==> src/hdl/rar_pkg.sv <==
// Package for the rational arithmetic reduce block.
// Holds the opcode and sequencer state types and the fixed result width.
package rar_pkg;

    localparam int OUT_BITS = 33;

    typedef enum logic [1:0] {
        CMD_ADD = 2'd0,
        CMD_SUB = 2'd1,
        CMD_MUL = 2'd2,
        CMD_DIV = 2'd3
    } t_cmd;

    typedef enum logic [3:0] {
        ST_IDLE,
        ST_GSTART,
        ST_GSTEP,
        ST_GWAIT,
        ST_QN,
        ST_QNW,
        ST_QD,
        ST_QDW,
        ST_NEXT,
        ST_MUL0,
        ST_MUL1,
        ST_MUL2,
        ST_FIN
    } t_state;

    typedef logic [1:0] t_pass;

endpackage

==> src/hdl/rar_in_if.sv <==
// Valid/ready channel interfaces for operands and results.
// Depends on rar_pkg for the result width.
interface rar_in_if #(parameter int OPERAND_BITS = 16);
    logic                    valid;
    logic                    ready;
    logic [1:0]              cmd;
    logic [OPERAND_BITS-1:0] a_num;
    logic [OPERAND_BITS-1:0] a_den;
    logic [OPERAND_BITS-1:0] b_num;
    logic [OPERAND_BITS-1:0] b_den;
    modport source (output valid, cmd, a_num, a_den, b_num, b_den, input ready);
    modport sink   (input valid, cmd, a_num, a_den, b_num, b_den, output ready);
endinterface

interface rar_out_if;
    logic                         valid;
    logic                         ready;
    logic [rar_pkg::OUT_BITS-1:0] res_num;
    logic [rar_pkg::OUT_BITS-1:0] res_den;
    logic                         bad_den;
    modport source (output valid, res_num, res_den, bad_den, input ready);
    modport sink   (input valid, res_num, res_den, bad_den, output ready);
endinterface

==> src/hdl/rar_div.sv <==
// Shared restoring divider, one quotient bit per cycle, truncating signed.
// No package dependency; width set by the instantiating module.
module rar_div #(
    parameter int W = 34
) (
    input  logic                i_clk,
    input  logic                i_rst_n,
    input  logic                i_start,
    input  logic signed [W-1:0] i_dividend,
    input  logic signed [W-1:0] i_divisor,
    output logic                o_busy,
    output logic                o_done,
    output logic signed [W-1:0] o_quo,
    output logic signed [W-1:0] o_rem
);
    localparam int CW = $clog2(W + 1);

    logic [W-1:0]  r_acc, r_q, r_dv;
    logic [CW-1:0] r_cnt;
    logic          r_sq, r_sr, r_busy, r_done;
    logic [W:0]    w_sh, w_tr;
    logic [W-1:0]  w_abs_a, w_abs_b;

    // magnitudes of the operands
    assign w_abs_a = i_dividend[W-1] ? W'(-i_dividend) : W'(i_dividend);
    assign w_abs_b = i_divisor[W-1]  ? W'(-i_divisor)  : W'(i_divisor);

    // trial subtract of the shifted partial remainder
    assign w_sh = {r_acc, r_q[W-1]};
    assign w_tr = w_sh - {1'b0, r_dv};

    always_ff @(posedge i_clk) begin
        if (!i_rst_n) begin
            r_busy <= 1'b0;
            r_done <= 1'b0;
            r_cnt  <= '0;
        end else begin
            r_done <= 1'b0;
            if (i_start && !r_busy) begin
                r_busy <= 1'b1;
                r_cnt  <= CW'(W);
            end else if (r_busy) begin
                r_cnt <= r_cnt - 1'b1;
                if (r_cnt == CW'(1)) begin
                    r_busy <= 1'b0;
                    r_done <= 1'b1;
                end
            end
        end
    end

    // datapath: load magnitudes, then one bit per cycle
    always_ff @(posedge i_clk) begin
        if (i_start && !r_busy) begin
            r_acc <= '0;
            r_q   <= w_abs_a;
            r_dv  <= w_abs_b;
            r_sq  <= i_dividend[W-1] ^ i_divisor[W-1];
            r_sr  <= i_dividend[W-1];
        end else if (r_busy) begin
            if (!w_tr[W]) begin
                r_acc <= w_tr[W-1:0];
                r_q   <= {r_q[W-2:0], 1'b1};
            end else begin
                r_acc <= w_sh[W-1:0];
                r_q   <= {r_q[W-2:0], 1'b0};
            end
        end
    end

    assign o_busy = r_busy;
    assign o_done = r_done;
    assign o_quo  = r_sq ? -$signed(r_q)   : $signed(r_q);
    assign o_rem  = r_sr ? -$signed(r_acc) : $signed(r_acc);

endmodule

==> src/hdl/rational_arith_reduce.sv <==
// Top level: sequencer, operand registers and multiplier around rar_div.
// Depends on rar_pkg, rar_in_if / rar_out_if and rar_div.
//
// Usage: one beat on i_in carries an opcode (add, subtract, multiply,
// divide) and two raw fractions. Each operand is reduced by the signed
// Euclid gcd, the operation runs on a single shared multiplier through the
// MUL0, MUL1 and MUL2 states, and the result is reduced twice more. One
// beat on o_out carries the reduced numerator, denominator and the
// zero-denominator flag. Each Euclid remainder step and each quotient
// uses the shared serial divider. There are four reductions, and each one
// whose values are both nonzero ends with two quotients (up to eight in
// all). i_in.ready is high only while the sequencer is idle. A finished
// result is held in the output register; the next item may be accepted
// meanwhile, and its result waits in the final state until the receiver
// takes the earlier beat.
// Reset clears the sequencer, the divider control and the output valid.
module rational_arith_reduce #(
    parameter int OPERAND_BITS = 16
) (
    input  logic i_clk,
    input  logic i_rst_n,
    rar_in_if.sink    i_in,
    rar_out_if.source o_out
);
    localparam int W  = 2 * OPERAND_BITS + 2;
    localparam int MW = OPERAND_BITS + 1;
    localparam int XW = (W > rar_pkg::OUT_BITS) ? W : rar_pkg::OUT_BITS;

    rar_pkg::t_state r_state, n_state;
    rar_pkg::t_pass  r_pass;
    rar_pkg::t_cmd   r_cmd;

    logic signed [W-1:0] r_n, r_d, r_x, r_y;
    logic signed [W-1:0] r_an, r_ad, r_bn, r_bd;
    logic                r_ov, r_bad;
    logic [rar_pkg::OUT_BITS-1:0] r_on, r_od;

    logic                w_start, w_busy, w_done;
    logic signed [W-1:0] w_dvd, w_dvs, w_quo, w_rem;
    logic signed [MW-1:0] w_mx, w_my;
    logic signed [W-1:0] w_prod;
    logic                w_load_out;
    logic signed [XW-1:0] w_ext_n, w_ext_d;

    rar_div #(.W(W)) u_div (
        .i_clk      (i_clk),
        .i_rst_n    (i_rst_n),
        .i_start    (w_start),
        .i_dividend (w_dvd),
        .i_divisor  (w_dvs),
        .o_busy     (w_busy),
        .o_done     (w_done),
        .o_quo      (w_quo),
        .o_rem      (w_rem)
    );

    // next state
    always_comb begin
        n_state = r_state;
        case (r_state)
            rar_pkg::ST_IDLE:   if (i_in.valid) n_state = rar_pkg::ST_GSTART;
            rar_pkg::ST_GSTART: begin
                if (r_n == '0 || r_d == '0) n_state = rar_pkg::ST_NEXT;
                else                        n_state = rar_pkg::ST_GSTEP;
            end
            rar_pkg::ST_GSTEP:  n_state = rar_pkg::ST_GWAIT;
            rar_pkg::ST_GWAIT: begin
                if (w_done) begin
                    if (w_rem == '0) n_state = rar_pkg::ST_QN;
                    else             n_state = rar_pkg::ST_GSTEP;
                end
            end
            rar_pkg::ST_QN:     n_state = rar_pkg::ST_QNW;
            rar_pkg::ST_QNW:    if (w_done) n_state = rar_pkg::ST_QD;
            rar_pkg::ST_QD:     n_state = rar_pkg::ST_QDW;
            rar_pkg::ST_QDW:    if (w_done) n_state = rar_pkg::ST_NEXT;
            rar_pkg::ST_NEXT: begin
                case (r_pass)
                    2'd1:    n_state = rar_pkg::ST_MUL0;
                    2'd3:    n_state = rar_pkg::ST_FIN;
                    default: n_state = rar_pkg::ST_GSTART;
                endcase
            end
            rar_pkg::ST_MUL0:   n_state = rar_pkg::ST_MUL1;
            rar_pkg::ST_MUL1:   n_state = rar_pkg::ST_MUL2;
            rar_pkg::ST_MUL2:   n_state = rar_pkg::ST_GSTART;
            rar_pkg::ST_FIN:    if (!r_ov || o_out.ready) n_state = rar_pkg::ST_IDLE;
            default:            n_state = rar_pkg::ST_IDLE;
        endcase
    end

    // sequencer outputs: divider issue and multiplier operand select
    always_comb begin
        w_start    = 1'b0;
        w_dvd      = r_x;
        w_dvs      = r_y;
        w_mx       = r_an[MW-1:0];
        w_my       = r_bd[MW-1:0];
        w_load_out = 1'b0;
        case (r_state)
            rar_pkg::ST_GSTEP: w_start = 1'b1;
            rar_pkg::ST_QN: begin
                w_start = 1'b1;
                w_dvd   = r_n;
                w_dvs   = r_x;
            end
            rar_pkg::ST_QD: begin
                w_start = 1'b1;
                w_dvd   = r_d;
                w_dvs   = r_x;
            end
            rar_pkg::ST_MUL0: begin
                if (r_cmd == rar_pkg::CMD_MUL) w_my = r_bn[MW-1:0];
            end
            rar_pkg::ST_MUL1: begin
                w_mx = r_ad[MW-1:0];
                w_my = r_bn[MW-1:0];
            end
            rar_pkg::ST_MUL2: begin
                w_mx = r_ad[MW-1:0];
                if (r_cmd == rar_pkg::CMD_DIV) w_my = r_bn[MW-1:0];
            end
            rar_pkg::ST_FIN: w_load_out = !r_ov || o_out.ready;
            default: ;
        endcase
    end

    assign w_prod = W'(w_mx * w_my);

    // advance the state
    always_ff @(posedge i_clk) begin
        if (!i_rst_n) r_state <= rar_pkg::ST_IDLE;
        else          r_state <= n_state;
    end

    // working registers
    always_ff @(posedge i_clk) begin
        case (r_state)
            rar_pkg::ST_IDLE: begin
                r_cmd  <= rar_pkg::t_cmd'(i_in.cmd);
                r_n    <= W'($signed(i_in.a_num));
                r_d    <= W'($signed(i_in.a_den));
                r_bn   <= W'($signed(i_in.b_num));
                r_bd   <= W'($signed(i_in.b_den));
                r_pass <= 2'd0;
            end
            rar_pkg::ST_GSTART: begin
                if (r_d > r_n) begin
                    r_x <= r_d;
                    r_y <= r_n;
                end else begin
                    r_x <= r_n;
                    r_y <= r_d;
                end
            end
            rar_pkg::ST_GWAIT: begin
                if (w_done) begin
                    r_x <= r_y;
                    r_y <= w_rem;
                end
            end
            rar_pkg::ST_QNW: if (w_done) r_n <= w_quo;
            rar_pkg::ST_QDW: if (w_done) r_d <= w_quo;
            rar_pkg::ST_NEXT: begin
                r_pass <= r_pass + 2'd1;
                if (r_pass == 2'd0) begin
                    r_an <= r_n;
                    r_ad <= r_d;
                    r_n  <= r_bn;
                    r_d  <= r_bd;
                end else if (r_pass == 2'd1) begin
                    r_bn <= r_n;
                    r_bd <= r_d;
                end
            end
            rar_pkg::ST_MUL0: r_n <= w_prod;
            rar_pkg::ST_MUL1: begin
                if (r_cmd == rar_pkg::CMD_ADD)      r_n <= r_n + w_prod;
                else if (r_cmd == rar_pkg::CMD_SUB) r_n <= r_n - w_prod;
            end
            rar_pkg::ST_MUL2: r_d <= w_prod;
            default: ;
        endcase
    end

    // output register, held until the receiver takes the beat
    assign w_ext_n = XW'(r_n);
    assign w_ext_d = XW'(r_d);

    always_ff @(posedge i_clk) begin
        if (!i_rst_n) begin
            r_ov <= 1'b0;
        end else if (w_load_out) begin
            r_ov <= 1'b1;
        end else if (o_out.ready) begin
            r_ov <= 1'b0;
        end
    end

    always_ff @(posedge i_clk) begin
        if (w_load_out) begin
            r_on  <= w_ext_n[rar_pkg::OUT_BITS-1:0];
            r_od  <= w_ext_d[rar_pkg::OUT_BITS-1:0];
            r_bad <= (r_ad == '0) || (r_bd == '0) || (r_d == '0);
        end
    end

    assign i_in.ready    = (r_state == rar_pkg::ST_IDLE);
    assign o_out.valid   = r_ov;
    assign o_out.res_num = r_on;
    assign o_out.res_den = r_od;
    assign o_out.bad_den = r_bad;

    // divider is only issued while idle
    a_div_issue: assert property (@(posedge i_clk) disable iff (!i_rst_n)
        w_start |-> !w_busy)
        else $error("divider issued while busy");

    // a divider result only arrives in a wait state
    a_div_done: assert property (@(posedge i_clk) disable iff (!i_rst_n)
        w_done |-> (r_state == rar_pkg::ST_GWAIT || r_state == rar_pkg::ST_QNW
                    || r_state == rar_pkg::ST_QDW))
        else $error("divider result outside a wait state");

    // a loaded result is presented on the next cycle
    a_out_load: assert property (@(posedge i_clk) disable iff (!i_rst_n)
        w_load_out |=> o_out.valid)
        else $error("result loaded but not presented");

endmodule
==> src/flat_wrapper.sv <==
// flat-port wrapper written by rule: the top's interface ports become plain ports
module rational_arith_reduce_flat 
#(
    parameter int OPERAND_BITS = 16
)
  (i_clk, i_rst_n, i_in_valid, i_in_cmd, i_in_a_num, i_in_a_den, i_in_b_num, i_in_b_den, i_in_ready, o_out_valid, o_out_res_num, o_out_res_den, o_out_bad_den, o_out_ready);
  rar_in_if #(.OPERAND_BITS(OPERAND_BITS)) i_in_i ();
  rar_out_if o_out_i ();
  input  logic i_clk;
  input  logic i_rst_n;
  input wire logic [$bits(i_in_i.valid)-1:0] i_in_valid;
  input wire logic [$bits(i_in_i.cmd)-1:0] i_in_cmd;
  input wire logic [$bits(i_in_i.a_num)-1:0] i_in_a_num;
  input wire logic [$bits(i_in_i.a_den)-1:0] i_in_a_den;
  input wire logic [$bits(i_in_i.b_num)-1:0] i_in_b_num;
  input wire logic [$bits(i_in_i.b_den)-1:0] i_in_b_den;
  output wire logic [$bits(i_in_i.ready)-1:0] i_in_ready;
  output wire logic [$bits(o_out_i.valid)-1:0] o_out_valid;
  output wire logic [$bits(o_out_i.res_num)-1:0] o_out_res_num;
  output wire logic [$bits(o_out_i.res_den)-1:0] o_out_res_den;
  output wire logic [$bits(o_out_i.bad_den)-1:0] o_out_bad_den;
  input wire logic [$bits(o_out_i.ready)-1:0] o_out_ready;
  assign i_in_i.valid = i_in_valid;
  assign i_in_i.cmd = i_in_cmd;
  assign i_in_i.a_num = i_in_a_num;
  assign i_in_i.a_den = i_in_a_den;
  assign i_in_i.b_num = i_in_b_num;
  assign i_in_i.b_den = i_in_b_den;
  assign i_in_ready = i_in_i.ready;
  assign o_out_valid = o_out_i.valid;
  assign o_out_res_num = o_out_i.res_num;
  assign o_out_res_den = o_out_i.res_den;
  assign o_out_bad_den = o_out_i.bad_den;
  assign o_out_i.ready = o_out_ready;
  rational_arith_reduce #(.OPERAND_BITS(OPERAND_BITS)) u_core (.i_clk(i_clk), .i_rst_n(i_rst_n), .i_in(i_in_i), .o_out(o_out_i));
endmodule
==> config.mk <==
export PLATFORM = sky130hd
export DESIGN_NAME = rational_arith_reduce_flat
export DESIGN_NICKNAME = d
export VERILOG_FILES = /design/src/hdl/rar_pkg.sv /design/src/hdl/rar_in_if.sv /design/src/hdl/rar_div.sv /design/src/hdl/rational_arith_reduce.sv /design/src/flat_wrapper.sv
export SDC_FILE = /design/constraint.sdc
export NUM_CORES = 2
export LEC_CHECK = 0
export BUFFER_PORTS_ARGS = -buffer_cell sky130_fd_sc_hd__buf_2
export CORE_MARGIN = 2
export CORE_UTILIZATION = 23
export CTS_CLUSTER_SIZE = 14
export DETAILED_ROUTE_END_ITERATION = 8
export HOLD_SLACK_MARGIN = 0.1
export RECOVER_POWER = 100
export SLEW_MARGIN = 20
export SYNTH_ARGS = -nofsm -noshare
export SYNTH_HDL_FRONTEND = slang
export SYNTH_SLANG_ARGS = --single-unit
==> constraint.sdc <==
create_clock -name i_clk -period 10.7 [get_ports i_clk]
set_clock_uncertainty 0.15 [all_clocks]
set_input_delay 2.14 -clock i_clk [delete_from_list [all_inputs] [get_ports i_clk]]
set_output_delay 2.14 -clock i_clk [all_outputs]
set_load 0.005 [all_outputs]
==> results.sh <==
export IMPL_pin_count=139
export IMPL_synth_area_leaders="edfxtp_1 30%, fa_1 15%, ha_1 6.2%"
export IMPL_drt_pass1_iter_count=9
export IMPL_critPathCaptureType="flip-flop"
export IMPL_slowest_delay_ps=540
export IMPL_final_max_slew_viol_count=756
export IMPL_grt_ovfl_total=0
export IMPL_synthDistinctLibCells=88
export IMPL_synthesis_area_sq_um=39540
export IMPL_path_common_cell="fa_1"
export IMPL_seq_area_sq_um=12840
export IMPL_seq_area_frac_synth_pct=32.46
export IMPL_relSlewSlack_pct=-204.7
export IMPL_startpoint_type="flip-flop"
export IMPL_violations="capacitance limit, slew limit"
export IMPL_nets=4996
export IMPL_required_ps=10940
export IMPL_drt_iter0_drc=3934
export IMPL_crit_fanout=8
export IMPL_arrival_ps=10660
export IMPL_fin_crit_sh_pct=97.39
export IMPL_rsz0062_at_grt="no"
export IMPL_layout_common_cells="542 x nand2_1, 426 x inv_1, 396 x edfxtp_1"
export IMPL_yosysTopAreaCell="edfxtp_1"
export IMPL_cts_tree="yes"
export IMPL_syn_to_final_growth_pct=14.67
export IMPL_place_area_sq_um=43710
export IMPL_cap_viol_max_count=18
export IMPL_synth_edf_count=396
export IMPL_antenna_left=0
export IMPL_die_y_um=418.6
export IMPL_fin_tns_setup_ps=0
export IMPL_wire_per_inst_um=23.89
export IMPL_yosys_area_top_type_share_pct=30.08
export IMPL_setup_viol=0
export IMPL_grt_pass1_wl_um=232500
export IMPL_routed_via_count=34860
export IMPL_hold_violations=0
export IMPL_port_buffers=138
export IMPL_grt_max_degree=88
export IMPL_antenna_found_initial=12
export IMPL_cts_root_buf="clkbuf_16"
export IMPL_ctsHoldBuffers=0
export IMPL_max_freq_mhz=95.97
export IMPL_stdcell_area_sq_um=45340
export IMPL_postSynthCellCount=4269
export IMPL_start_util_pct=23.10
export IMPL_grt_pass1_vias=33990
export IMPL_ys_ff_latch=443
export IMPL_outcome="complete, but fails checks"
export IMPL_drt_vias_per_instance=5.196
export IMPL_clk_pin_slew_worst_paths_ps=70
export IMPL_drive_gt1_share_pct=8.460
export IMPL_numCtsBuffers=47
export IMPL_clock_latency_ps=650
export IMPL_cts_sink_count=443
export IMPL_grt_use_total_pct=17.88
export IMPL_period_minus_slack_ps=10420
export IMPL_route_detailed_drc=0
export IMPL_multiInputGateArea_sq_um=24640
export IMPL_dp_hpwl_um=124200
export IMPL_layout_commonest_cell="nand2_1"
export IMPL_syn_num_nets=4834
export IMPL_critPathSlowestCell="fa_1"
export IMPL_synth_async_reset_ratio_pct=0
export IMPL_clk_path_buf_depth=3
export IMPL_fillCellCount=18250
export IMPL_final_core_util_pct=26.49
export IMPL_die_w_um=418.6
export IMPL_die_area_sq_um=175200
export IMPL_core_area_sq_um=171200
export IMPL_h_tree_depth=2
export IMPL_worstMarginPinSlew_ps=4571
export IMPL_synth_top_flop_cell="edfxtp_1"
export IMPL_routed_wl_um=160200
export IMPL_avgSynthCellArea_sq_um=9.261
export IMPL_setup_worst_path_class="flip-flop to flip-flop"
export IMPL_hold_path_class="flip-flop to flip-flop"
export IMPL_yosysWarnings=0
export IMPL_core_rowCount=152
export IMPL_routabilityCongestion=1.011
==> worst max-delay path, delay by kind of cell, from the launching register on <==
family          cells  cell delay (ps)
fa+ha+maj           8             3850
xor+xnor            2              530
mux                 1              360
compound gates     12             2210
flops               1              430
buf+inv             7              800
simple gates        9             1820
==> state kept, by name, summed over array words and instances, names as in the netlist, 2 cells and up <==
| signal | count |
|---|---|
| u_core.o_out.res_den | 33 |
| u_core.o_out.res_num | 33 |
| u_core.r_ad | 34 |
| u_core.r_an | 17 |
| u_core.r_bd | 34 |
| u_core.r_bn | 34 |
| u_core.r_cmd | 2 |
| u_core.r_d | 34 |
| u_core.r_n | 34 |
| u_core.r_pass | 2 |
| u_core.r_state | 4 |
| u_core.r_x | 34 |
| u_core.r_y | 34 |
| u_core.u_div.r_acc | 34 |
| u_core.u_div.r_cnt | 6 |
| u_core.u_div.r_dv | 34 |
| u_core.u_div.r_q | 34 |
==> synthesized netlist by cell type, drive strengths merged (17+ instances only) <==
master / number
clkbuf: 162
fa: 298
a31oi: 29
nand4: 32
nor4: 49
and3: 30
nand2b: 21
mux2i: 95
a211oi: 26
mux2: 34
xor2: 90
nor2: 354
o21ai: 278
inv: 427
o31ai: 24
o221ai: 33
o211ai: 59
o21a: 26
nor2b: 20
a221o: 26
nor3: 83
xnor2: 145
a221oi: 28
dfxtp: 47
nand2: 542
or3: 24
nand3: 130
or4: 22
and2: 53
edfxtp: 396
ha: 197
a21oi: 202
a21o: 67
or2: 17
buf: 36
==> metal layers <==
metal	vias up	track usage, %	wire [um]
li1	15330	-	-
met1	17230	22.43	62300
met2	1854	29.42	73610
met3	434	2.321	12640
met4	6	10.37	11620
met5	-	0	73
==> path summary, 6_finish.rpt <==
kind                                            start                     to  slack, ps  depth (start not counted)
worst max-delay path                  u_core.r_cmd[0]         u_core.r_n[30]        280                         39
worst max register to register        u_core.r_cmd[0]         u_core.r_n[30]        280                         39
worst min register to register  u_core.u_div.r_cnt[5]  u_core.u_div.r_cnt[5]        340                          1
worst min-delay path            u_core.u_div.r_cnt[5]  u_core.u_div.r_cnt[5]        340                          1
==> stage by stage <==
| stage | hold WS [ps] | worst slack [ps] | std cells |
|---|---|---|---|
| 2_1_floorplan | 293.0 | 14.22 | 4269 |
| 3_3_place_gp | 311.0 | 183.5 | 6598 |
| 3_5_place_dp | 315.1 | 214.8 | 6600 |
| 4_1_cts | 330.4 | 175.3 | 6686 |
| 5_1_grt | 356.6 | 7.860 | 6702 |
| 6_report | 343.9 | 279.7 | 6708 |
==> cell families after synthesis <==
group | synth area share (%)
muxes | 3.374
AOI/OAI and AO/OA | 15.04
DFF | 32.46
and+or+nand+nor | 16.57
xor gates and xnor gates | 5.263
adders and majority gates | 21.32
buffers and inverters | 5.969
==> final cells by class <==
type / instances / area share, %
Multi-Input combinational cell: 3201 / 54.35
Sequential cell: 443 / 28.31
Tap cell: 2233 / 6.162
Timing Repair Buffer: 310 / 4.040
Inverter: 428 / 3.543
Clock buffer: 62 / 2.740
Clock inverter: 24 / 0.8113
Antenna cell: 7 / 0.03864
==> what timing repair did <==
item,in CTS,in global routing
setup endpoints to repair,0,8
gates resized for setup,0,49
buffers inserted,0,13
Power is left out: the tool's default activity adds up to more than one toggle a clock period on the data nets, which glitch-free logic cannot reach.
